[src/design/cdpg_pkg.sv]
// Shared constants and types for the cube distance panning gain pipeline.
package cdpg_pkg;

  localparam int unsigned POS_W   = 16;
  localparam int unsigned GAIN_W  = 16;
  localparam int unsigned NCORNER = 8;
  localparam int unsigned NAXIS   = 3;

  // Q2.14 position limits and fade knee
  localparam logic signed [POS_W-1:0] POS_MAX   = 16'sd16384;
  localparam logic signed [POS_W-1:0] POS_MIN   = -16'sd16384;
  localparam logic signed [POS_W-1:0] EDGE_HI   = 16'sd13107;
  localparam logic signed [POS_W-1:0] EDGE_LO   = -16'sd13107;
  localparam logic        [POS_W-1:0] POS_ONE_U = 16'd16384;

  // Fade factor, Q.16
  localparam int unsigned FADE_W = 17;
  localparam logic [FADE_W-1:0] FADE_UNIT  = 17'd65536;
  localparam logic [FADE_W-1:0] FADE_SLOPE = 17'd20;

  // Square root unit: 64-bit radicand, 32-bit root, one root bit per stage
  localparam int unsigned RIN_W      = 64;
  localparam int unsigned ROOT_W     = 32;
  localparam int unsigned SREM_W     = ROOT_W + 4;
  localparam int unsigned SQRT_STEPS = ROOT_W;

  // Distance and reciprocal
  localparam int unsigned DIST_W     = 16;
  localparam logic [DIST_W-1:0] DIST_FLOOR = 16'd16;
  localparam int unsigned DEN_W      = 34;
  localparam logic [DEN_W-1:0]  DEN_ONE    = 34'h0_1000_0000;
  localparam int unsigned RGAIN_W    = 30;
  localparam int unsigned RREM_W     = DEN_W + 1;
  localparam int unsigned RECIP_STEPS = RGAIN_W;

  // Normalizing divider: quotient up to 2^16
  localparam int unsigned NQ_W       = GAIN_W + 1;
  localparam int unsigned NDIV_STEPS = NQ_W;

  // Speaker side per axis, bit set means +1; bit 0 x, bit 1 y, bit 2 z
  localparam logic [NAXIS-1:0] CORNER_POS [NCORNER] = '{
    3'b100, 3'b101, 3'b000, 3'b001, 3'b110, 3'b111, 3'b010, 3'b011
  };

  // Fade set travels alongside the distance path
  localparam int unsigned FADE_DLY = SQRT_STEPS + RECIP_STEPS + 3;

  // Input transfer edge to output transfer edge
  localparam int unsigned OUT_LATENCY = 2 * SQRT_STEPS + RECIP_STEPS + NDIV_STEPS + 13;

  typedef logic [FADE_W-1:0] fade_t;

  typedef struct packed {
    logic [NAXIS-1:0][FADE_W-1:0] lo;  // for speakers on the +1 side
    logic [NAXIS-1:0][FADE_W-1:0] hi;  // for speakers on the -1 side
  } fade_set_t;

endpackage

[src/design/cdpg_sqrt.sv]
// Pipelined integer floor square root, one root bit per stage.
module cdpg_sqrt (
  input  logic                        clk,
  input  logic                        rst,
  input  logic                        in_vld,
  input  logic [cdpg_pkg::RIN_W-1:0]  in_val,
  output logic                        out_vld,
  output logic [cdpg_pkg::ROOT_W-1:0] out_root
);

  logic [cdpg_pkg::SQRT_STEPS-1:0] vld;
  logic [cdpg_pkg::RIN_W-1:0]      val  [cdpg_pkg::SQRT_STEPS];
  logic [cdpg_pkg::SREM_W-1:0]     rem  [cdpg_pkg::SQRT_STEPS];
  logic [cdpg_pkg::ROOT_W-1:0]     root [cdpg_pkg::SQRT_STEPS];

  for (genvar k = 0; k < cdpg_pkg::SQRT_STEPS; k++) begin : g_step
    logic                        vld_in;
    logic [cdpg_pkg::RIN_W-1:0]  val_in;
    logic [cdpg_pkg::SREM_W-1:0] rem_in;
    logic [cdpg_pkg::ROOT_W-1:0] root_in;
    logic [cdpg_pkg::SREM_W-1:0] rem_sh;
    logic [cdpg_pkg::SREM_W-1:0] trial;
    logic                        ge;

    if (k == 0) begin : g_first
      assign vld_in  = in_vld;
      assign val_in  = in_val;
      assign rem_in  = '0;
      assign root_in = '0;
    end else begin : g_next
      assign vld_in  = vld[k-1];
      assign val_in  = val[k-1];
      assign rem_in  = rem[k-1];
      assign root_in = root[k-1];
    end

    always_comb begin
      rem_sh = {rem_in[cdpg_pkg::SREM_W-3:0], val_in[cdpg_pkg::RIN_W-1-2*k -: 2]};
      trial  = {2'b00, root_in, 2'b01};
      ge     = rem_sh >= trial;
    end

    always_ff @(posedge clk) begin
      if (rst) vld[k] <= 1'b0;
      else     vld[k] <= vld_in;
    end

    always_ff @(posedge clk) begin
      val[k]  <= val_in;
      rem[k]  <= ge ? rem_sh - trial : rem_sh;
      root[k] <= {root_in[cdpg_pkg::ROOT_W-2:0], ge};
    end
  end

  assign out_vld  = vld[cdpg_pkg::SQRT_STEPS-1];
  assign out_root = root[cdpg_pkg::SQRT_STEPS-1];

endmodule

[config.mk]
export PLATFORM = sky130hd
export DESIGN_NAME = cdpg_sqrt
export DESIGN_NICKNAME = d
export VERILOG_FILES = /design/src/design/cdpg_pkg.sv /design/src/design/cdpg_sqrt.sv
export SDC_FILE = /design/constraint.sdc
export NUM_CORES = 2
export LEC_CHECK = 0
export BUFFER_PORTS_ARGS = -buffer_cell sky130_fd_sc_hd__clkbuf_2
export CAP_MARGIN = 30
export CORE_UTILIZATION = 58
export CTS_BUF_LIST = sky130_fd_sc_hd__clkbuf_4 sky130_fd_sc_hd__clkbuf_8
export DETAILED_ROUTE_END_ITERATION = 10
export HOLD_SLACK_MARGIN = 0.06
export PLACE_DENSITY_LB_ADDON = 0.1
export SKIP_CTS_REPAIR_TIMING = 1
export SLEW_MARGIN = 0
export SYNTH_ARGS = -nofsm -noshare
export SYNTH_HDL_FRONTEND = slang
export SYNTH_MEMORY_MAX_BITS = 65536
export SYNTH_SLANG_ARGS = --single-unit
[constraint.sdc]
create_clock -name clk -period 3.57 [get_ports clk]
set_input_delay 0.714 -clock clk [delete_from_list [all_inputs] [get_ports clk]]
set_output_delay 0.714 -clock clk [all_outputs]
set_load 0.01 [all_outputs]
==> summary.txt <==
Status -> finished clean
Fin. max-slew vios -> 0
Unrepaired setup endpoints after global routing -> false
Synth Warn # -> 0
Gr usage total -> 24.3%
Critical path type -> flop to flop
Sum of negative setup slack -> 0 ns
Most common cell after layout, fill and taps aside -> dfxtp_1
Psw -> 20.8 mW
Cell-internal power -> 53.5 mW
Row cnt -> 146
Number of global-route vias before repair -> 63400
Worst-Margin Slew -> 0.901 ns
CTS tree -> built
First DRT Iteration DRCs -> 3796
Met2 WL post-DR -> 97.8 mm
H-Tree Depth -> 5
FF+latch count, synth -> 2555
Clk pin slew, worst setup/hold paths -> 0.06 ns
Clock skew -> 0.0532 ns
Syn-to-layout area delta -> 13.8%
Clk buf depth -> 4
Vias per cell -> 5.31
Final GP Congestion -> 0.927
Most frequent cells in the layout -> dfxtp_1, inv_1, nand2_1
Worst-path maximum fanout -> 7
Top-level I/O count -> 100
Pleak -> 50.1 nW
CTS buffer count -> 398
Worst Hold Launch -> rst
DRT Pass-1 Iters -> 6
Register area -> 0.0512 mm²
# DRC -> 0
Routed Antenna Nets -> 0
Die X -> 403 µm
Share of layout cells above drive strength 1 -> 10.8%
Met3 routed WL -> 8.09 mm
Post-synth EDFFs -> 0
Max VDD drop -> 0.528 mV
Seq/Total Area, Yosys -> 54.8%
Remaining Overflow, GRT -> 0
Fill count -> 12600
First-pass GRT wire length -> 321 mm
DPL Wire Length -> 150 mm
Crit path capture type -> flop
Syn_nets -> 9838
Vias -> 64400
Post-synthesis instance area -> 0.0933 mm²
Worst endpoint required time -> 4.51 ns
Fmax -> 292 MHz
Initial Utilization -> 58.6%
Synth Flop Type -> dfxtp_1
Clk pwr share -> 34.4%
Flop pwr share -> 49.6%
Core Area -> 0.159 mm²
Setup crit start -> root[5][8]
IO buf count -> 99
Largest net degree at the start of global routing -> 58
Count of final setup violators -> 0
Fin crit period -> 3.42 ns
DIE AREA -> 0.162 mm²
Multi-input logic area -> 0.0389 mm²
Startpoint Class -> flop
M1 wire length -> 88.2 mm
Max-capacitance violation count -> 0
Switching part of the total -> 28.0%
Worst skew pair latency -> 1.04 ns
Endpoints failing hold -> 0
WL/cell -> 16.5 µm
Post-synth ARST share -> 0%
CTS root buf -> clkbuf_8
Initial antenna violation count -> 2
Top Layer Used -> met4
Unique masters post-synth -> 91
Worst Path Arrival -> 4.36 ns
Min-delay worst type -> input pin to flop
Overall power of the completed layout -> 74.3 mW
R2r setup slk -> 0.15 ns
Clock Sinks -> 2555
Mapped Cells -> 9209
P per Cell Area -> 700 mW/mm²
Slew headroom -> 39.4%
Comb power frac -> 16.0%
Final WL -> 201 mm
Die Y -> 403 µm
Tcrit/Tclk final -> 95.9%
Reg2reg start -> root[5][8]
Syn avg cell area -> 10.1 µm²
Nets@finish -> 10300
registers in the layout (all words and copies together), names as in the netlist:
name and cells:
g_step.vld_in 31, root 528, out_vld 1, val 992, rem 1003
power groups by stage:
stage,clock [mW],sequential [mW],combinational (mW)
final,25.5,36.8,11.9
after global routing,27.6,37.3,13.4
after CTS,26.3,36.9,11.9
after detailed placement,0,37.4,11.7
after global placement,0,37.4,11.6
after floorplan,0,36.0,9.25
kinds of logic (layout without fill, tap and decap cells):
logic type	after synthesis	in the layout	share of synthesized area (%)
flip-flops	2555	2555	54.8
AO/OA/AOI/OAI	1868	1868	12.5
XOR/XNOR	845	845	7.93
multiplexers	71	71	0.849
other	1	5	0.00402
AND/OR/NAND/NOR	2403	2403	12.7
buffers and inverters	904	1691	3.66
adder cells (fa/ha/maj)	562	562	7.54
metal layers:
metal	track usage, %	vias to the layer above
li1	-	32600
met4	9.61	0
met3	3.71	471
met1	29.9	29900
met2	42.4	1438
met5	0	-
critical path: stages (launching register included):
cell and delay (ns):
dfxtp_1 0.32, inv_1 0.04, ha_1 0.39, nand3_1 0.20, nor3_1 0.46, a311o_1 0.40, a2111oi_4 0.12, buf_4 0.16
o31ai_1 0.43, nand3b_1 0.32, nor4_1 0.31, xor2_1 0.17
per-stage QoR:
step	util (%)	worst slack [ns]	std cells	instance area (µm²)	hold slack, ns
floorplan	-	0.330	9209	93300	0.310
CTS	66.3	0.0355	12100	105000	-0.358
detailed placement	60.9	0.0828	11400	96900	0.312
finish	66.7	0.148	12100	106000	0.273
global placement	60.9	0.0917	11400	96900	0.309
global route	66.7	0.00408	12100	106000	0.213
synth_stat cells (all sizes together) (53+ instances only):
library cell,number,area share [%]
a21o,229,1.8
a21oi,532,2.9
a31oi,54,0.36
clkbuf,161,0.65
dfxtp,2555,55
ha,562,7.5
inv,717,2.9
mux2,65,0.78
nand2,666,2.7
nand2b,108,0.72
nand3,145,0.78
nand4,100,0.67
nor2,529,2.1
nor2b,98,0.66
nor3,258,1.4
nor4,132,0.90
o21a,100,0.80
o21ai,513,2.8
o21bai,53,0.43
o31ai,57,0.46
or3,106,0.71
or4,55,0.46
xnor2,421,4.0
xor2,424,4.0
cell type report:
| class | instances | area share, % |
|---|---|---|
| diodes | 4 | 0.00943 |
| repair buffers | 282 | 2.02 |
| well taps | 2146 | 2.53 |
| inverters | 717 | 2.54 |
| clock buffers | 597 | 7.05 |
| clock inverters | 95 | 0.985 |
| multi-input cells | 5750 | 36.7 |
| flip-flops and latches | 2555 | 48.2 |
final timing paths:
| check | endpoint | cells after the start |
|---|---|---|
| max reg2reg | rem[1][211] | 11 |
| max | rem[1][211] | 11 |
| min reg2reg | val[0][792] | 0 |
| min | out_vld | 2 |
Power figures use the tool's default switching activity.
