[src/design/cdpg_pkg.sv]
// Shared constants and types for the cube distance panning gain pipeline.
package cdpg_pkg;

  localparam int unsigned POS_W   = 16;
  localparam int unsigned GAIN_W  = 16;
  localparam int unsigned NCORNER = 8;
  localparam int unsigned NAXIS   = 3;

  // Q2.14 position limits and fade knee
  localparam logic signed [POS_W-1:0] POS_MAX   = 16'sd16384;
  localparam logic signed [POS_W-1:0] POS_MIN   = -16'sd16384;
  localparam logic signed [POS_W-1:0] EDGE_HI   = 16'sd13107;
  localparam logic signed [POS_W-1:0] EDGE_LO   = -16'sd13107;
  localparam logic        [POS_W-1:0] POS_ONE_U = 16'd16384;

  // Fade factor, Q.16
  localparam int unsigned FADE_W = 17;
  localparam logic [FADE_W-1:0] FADE_UNIT  = 17'd65536;
  localparam logic [FADE_W-1:0] FADE_SLOPE = 17'd20;

  // Square root unit: 64-bit radicand, 32-bit root, one root bit per stage
  localparam int unsigned RIN_W      = 64;
  localparam int unsigned ROOT_W     = 32;
  localparam int unsigned SREM_W     = ROOT_W + 4;
  localparam int unsigned SQRT_STEPS = ROOT_W;

  // Distance and reciprocal
  localparam int unsigned DIST_W     = 16;
  localparam logic [DIST_W-1:0] DIST_FLOOR = 16'd16;
  localparam int unsigned DEN_W      = 34;
  localparam logic [DEN_W-1:0]  DEN_ONE    = 34'h0_1000_0000;
  localparam int unsigned RGAIN_W    = 30;
  localparam int unsigned RREM_W     = DEN_W + 1;
  localparam int unsigned RECIP_STEPS = RGAIN_W;

  // Normalizing divider: quotient up to 2^16
  localparam int unsigned NQ_W       = GAIN_W + 1;
  localparam int unsigned NDIV_STEPS = NQ_W;

  // Speaker side per axis, bit set means +1; bit 0 x, bit 1 y, bit 2 z
  localparam logic [NAXIS-1:0] CORNER_POS [NCORNER] = '{
    3'b100, 3'b101, 3'b000, 3'b001, 3'b110, 3'b111, 3'b010, 3'b011
  };

  // Fade set travels alongside the distance path
  localparam int unsigned FADE_DLY = SQRT_STEPS + RECIP_STEPS + 3;

  // Input transfer edge to output transfer edge
  localparam int unsigned OUT_LATENCY = 2 * SQRT_STEPS + RECIP_STEPS + NDIV_STEPS + 13;

  typedef logic [FADE_W-1:0] fade_t;

  typedef struct packed {
    logic [NAXIS-1:0][FADE_W-1:0] lo;  // for speakers on the +1 side
    logic [NAXIS-1:0][FADE_W-1:0] hi;  // for speakers on the -1 side
  } fade_set_t;

endpackage

[src/design/cdpg_ndiv.sv]
// Pipelined normalizing divide (gain << 16) / root with saturation.
module cdpg_ndiv (
  input  logic                         clk,
  input  logic                         rst,
  input  logic                         in_vld,
  input  logic [cdpg_pkg::RGAIN_W-1:0] in_gain,
  input  logic [cdpg_pkg::ROOT_W-1:0]  in_root,
  output logic                         out_vld,
  output logic [cdpg_pkg::GAIN_W-1:0]  out_gain
);

  logic [cdpg_pkg::NDIV_STEPS-1:0] vld;
  logic [cdpg_pkg::ROOT_W-1:0]     root [cdpg_pkg::NDIV_STEPS];
  logic [cdpg_pkg::ROOT_W-1:0]     rem  [cdpg_pkg::NDIV_STEPS];
  logic [cdpg_pkg::NQ_W-1:0]       quo  [cdpg_pkg::NDIV_STEPS];
  logic                            zero [cdpg_pkg::NDIV_STEPS];
  logic [cdpg_pkg::GAIN_W-1:0]     alt  [cdpg_pkg::NDIV_STEPS];

  for (genvar k = 0; k < cdpg_pkg::NDIV_STEPS; k++) begin : g_step
    logic                        vld_in;
    logic [cdpg_pkg::ROOT_W-1:0] root_in;
    logic [cdpg_pkg::ROOT_W-1:0] rem_in;
    logic [cdpg_pkg::NQ_W-1:0]   quo_in;
    logic                        zero_in;
    logic [cdpg_pkg::GAIN_W-1:0] alt_in;
    logic                        bit_in;
    logic [cdpg_pkg::ROOT_W:0]   rem_sh;
    logic [cdpg_pkg::ROOT_W:0]   diff;
    logic                        ge;

    if (k == 0) begin : g_first
      // quotient stays below 2^17, so the top numerator bits fold into the start remainder
      assign vld_in  = in_vld;
      assign root_in = in_root;
      assign rem_in  = cdpg_pkg::ROOT_W'(in_gain[cdpg_pkg::RGAIN_W-1:1]);
      assign quo_in  = '0;
      assign zero_in = in_root == '0;
      assign alt_in  = in_gain[cdpg_pkg::RGAIN_W-1 -: cdpg_pkg::GAIN_W];
      assign bit_in  = in_gain[0];
    end else begin : g_next
      assign vld_in  = vld[k-1];
      assign root_in = root[k-1];
      assign rem_in  = rem[k-1];
      assign quo_in  = quo[k-1];
      assign zero_in = zero[k-1];
      assign alt_in  = alt[k-1];
      assign bit_in  = 1'b0;
    end

    always_comb begin
      rem_sh = {rem_in, bit_in};
      diff   = rem_sh - {1'b0, root_in};
      ge     = rem_sh >= {1'b0, root_in};
    end

    always_ff @(posedge clk) begin
      if (rst) vld[k] <= 1'b0;
      else     vld[k] <= vld_in;
    end

    always_ff @(posedge clk) begin
      root[k] <= root_in;
      rem[k]  <= ge ? diff[cdpg_pkg::ROOT_W-1:0] : rem_sh[cdpg_pkg::ROOT_W-1:0];
      quo[k]  <= {quo_in[cdpg_pkg::NQ_W-2:0], ge};
      zero[k] <= zero_in;
      alt[k]  <= alt_in;
    end
  end

  localparam int unsigned LAST = cdpg_pkg::NDIV_STEPS - 1;

  assign out_vld = vld[LAST];

  always_comb begin
    if (zero[LAST])                     out_gain = alt[LAST];
    else if (quo[LAST][cdpg_pkg::NQ_W-1]) out_gain = '1;
    else                                out_gain = quo[LAST][cdpg_pkg::GAIN_W-1:0];
  end

endmodule

[config.mk]
export PLATFORM = sky130hd
export DESIGN_NAME = cdpg_ndiv
export DESIGN_NICKNAME = d
export VERILOG_FILES = /design/src/design/cdpg_pkg.sv /design/src/design/cdpg_ndiv.sv
export SDC_FILE = /design/constraint.sdc
export NUM_CORES = 2
export LEC_CHECK = 0
export BUFFER_PORTS_ARGS = -buffer_cell sky130_fd_sc_hd__buf_4
export CAP_MARGIN = 20
export CORE_MARGIN = 3
export CORE_UTILIZATION = 50
export CTS_CLUSTER_DIAMETER = 60
export DETAILED_ROUTE_END_ITERATION = 10
export GPL_TIMING_DRIVEN = 0
export PLACE_DENSITY = 0.68
export SYNTH_ARGS = -nofsm -noshare
export SYNTH_HDL_FRONTEND = slang
export SYNTH_SLANG_ARGS = --single-unit
[constraint.sdc]
create_clock -name clk -period 3.3 [get_ports clk]
set_clock_uncertainty 0.05 [all_clocks]
set_input_delay 0.495 -clock clk [delete_from_list [all_inputs] [get_ports clk]]
set_output_delay 0.495 -clock clk [all_outputs]
set_load 0.05 [all_outputs]
==> results.txt <==
Starting Density - 50.8%
CP Capture Type - flip-flop
Internal Power - 0.0502 W
r2r startpoint - root[0][408]$_DFF_P_
Top Ports - 82
Final Setup Violations - 0
Synth cell types - 97
die width - 367 µm
Flop pwr share - 30.6%
GP Congestion - 0.931
Synth Register Bits - 1483
Total Neg Setup Slack - 0 ns
Hold Path Origin - in_root[1]
EDFF count, synth - 0
Logic pwr share - 48.3%
Hold Fails Final Rpt - 0
share of layout cells above drive strength 1 - 11.6%
CP Class - reg -> reg
Worst VDD drop - 0.540 mV
min setup slack post-route - 0.0550 ns
H-tree depth - 4
Die Y - 367 µm
Mapped Cells - 7000
Post-Syn Area - 65200 µm²
largest net degree at the start of global routing - 17
Port Buf Inserts - 81
gr usage total - 24.2%
RR Endpoint - rem[0][421]$_DFF_P_
core area - 129000 µm²
total number of vias - 50400
first-pass GRT wire length - 262000 µm
worst skew pair latency - 0.80 ns
CP max FO - 10
register area - 29700 µm²
Synthesis Warnings - 0
Clock Sinks - 1483
CTS tree - built
Setup WS pre-CTS - -0.897 ns
Leakage - 34.7 nW
antenna violations before repair - 0
commonest non-fill, non-tap cell in the layout - dfxtp_1
Switch Pwr - 0.0333 W
hold path endpoint - rem[0][1]$_DFF_P_
die area - 135000 µm²
PwrDens - 1100 nW/µm²
worst r2r path cells - 10
Layout Nets - 7967
Mapped Avg Cell Area - 9.32 µm²
Routed WL per cell - 18.3 µm
Worst Tran Pin Value - 0.788 ns
syn nets - 7622
vias per cell - 5.48
Initial DRT Pass Iterations - 6
ys flop type - dfxtp_1
Area after DPL - 68000 µm²
R2R Setup Slk - 0.05 ns
worst rel slew slack - 47.0%
Residual DRC - 0
post-synthesis sequential area ratio - 45.5%
Max-cap violations - 0
RSZ-0062 raised after global routing - yes
Worst-path clk slew - 0.06 ns
Iteration-0 DRC Markers - 3892
hold path depth - 3
switch share - 39.8%
CTS root buffer - clkbuf_16
CP arrival - 3.84 ns
P&R area growth vs syn - 16.3%
CTS buffer count - 153
Max Root-Sink Buffers - 3
Final period util - 98.3%
multi-input logic area - 33200 µm²
worst endpoint required time - 3.89 ns
number of routed nets with antenna violations - 0
final instance area - 75800 µm²
Worst setup SP type - flip-flop
Max Clock Freq - 308 MHz
outcome - finished clean
Max Slew Vio Count - 0
Clock power frac - 21.1%
diode count - 0
filler cell count - 11100
Final Critical Period - 3.25 ns
hold_ws - 0.0773 ns
number of global-route vias before repair - 48900
Rows - 131
most frequent cells in the layout - 1462 x dfxtp_1, 673 x inv_1, 595 x nand2_1
routed wire length - 168000 µm
HPWL Detailed - 130000 µm
HP Class - in -> reg
Overflow after GRT - 0
ys async rst share - 0%
[repair_timing]
action / 4_1_cts / 5_1_grt
hold buffers: 66 / 0
pin swaps: 23 / 53
buffers inserted: 30 / 34
endpoints found under the setup margin: 491 / 465
gates cloned: 2 / 3
hold endpoints to repair: 87 / 0
resized for setup: 143 / 227
[logic make-up (layout without fill, tap and decap cells)]
logic type	after synthesis	in the layout	synth area share, %
xor+xnor	418	418	5.61
compound gates	1889	1890	18.5
simple gates	1613	1613	11.6
flops	1483	1483	45.5
fa+ha+maj	557	557	10.9
mux	158	158	2.69
buf+inv	882	1349	5.26
[stage by stage]
stage               power [W]  utilization [%]  std cells
floorplan              0.0529                -       7000
global placement       0.0624             52.9       8810
detailed placement     0.0628             52.9       8810
CTS                    0.0820             58.2       9174
global route           0.0893             59.0       9197
finish                 0.0835             59.0       9197
[layout make-up]
| cell class | count | area share (%) |
|---|---|---|
| Multi-Input combinational cell | 4636 | 43.7 |
| Sequential cell | 1483 | 39.2 |
| Clock buffer | 200 | 5.57 |
| Inverter | 678 | 3.36 |
| Tap cell | 1729 | 2.85 |
| Timing Repair Buffer | 215 | 2.48 |
| Clock inverter | 78 | 1.49 |
| Buffer | 178 | 1.35 |
[cells in the mapped netlist (24+ instances only)]
cell type / number / area (µm²)
nand2_1: 598 / 2240
xor2_1: 184 / 1610
o21bai_1: 69 / 518
nand4_1: 99 / 619
xnor2_1: 234 / 2050
nor2_1: 361 / 1360
a211oi_1: 42 / 315
and2_1: 24 / 150
a21oi_1: 483 / 2420
nor4_1: 32 / 200
o21a_1: 90 / 676
clkbuf_1: 161 / 604
a31oi_1: 60 / 375
mux2_2: 137 / 1540
nand2b_1: 60 / 375
o211ai_1: 26 / 195
a21o_1: 288 / 2160
ha_1: 541 / 6770
nand3_1: 135 / 676
nor3_1: 83 / 415
buf_2: 30 / 150
o21ai_0: 517 / 2590
nor2b_1: 79 / 494
dfxtp_1: 1483 / 29700
inv_1: 674 / 2530
o31ai_1: 54 / 405
and3_1: 37 / 231
[worst max-delay path: stages (launching register included)]
cell     delay, ns
dfxtp_1       0.36
inv_1         0.06
ha_1          0.53
nand4_1       0.14
or3_1         0.38
nor4_1        0.62
a21o_1        0.25
a41oi_4       0.13
buf_12        0.18
buf_8         0.14
mux2_2        0.29
[power groups by stage]
stage,clock network (W),registers (W),logic (W)
after floorplan,0,0.0244,0.0284
after global placement,0,0.0258,0.0365
after detailed placement,0,0.0259,0.0369
after CTS,0.0180,0.0256,0.0384
after global routing,0.0188,0.0259,0.0446
final,0.0176,0.0255,0.0404
[flip-flops by register name (all words and copies together), names as in the netlist]
register and flops:
alt 272, zero 17, rem 512, g_step.vld_in 16, root 512, quo 153
out_vld 1
[worst max-delay path by stage]
| stage | end | start | cells past startpoint |
|---|---|---|---|
| floorplan | rem[0][13]$_DFF_P_ | in_gain[0] | 15 |
| global placement | rem[0][28]$_DFF_P_ | in_gain[0] | 14 |
| detailed placement | rem[0][28]$_DFF_P_ | in_gain[0] | 14 |
| CTS | rem[0][199]$_DFF_P_ | root[0][172]$_DFF_P_ | 14 |
| global route | rem[0][210]$_DFF_P_ | root[0][162]$_DFF_P_ | 13 |
| finish | rem[0][421]$_DFF_P_ | root[0][408]$_DFF_P_ | 10 |
[layer usage]
metal / global-route usage, % / part of all wire (%) / up-vias
li1: - / - / 25000
met2: 41.7 / 48 / 1349
met4: 8.07 / 3.1 / 0
met1: 30.9 / 43 / 23700
met3: 3.79 / 5.5 / 326
met5: 0 / 0 / -
Note: power is estimated with default switching activity, not from simulation.
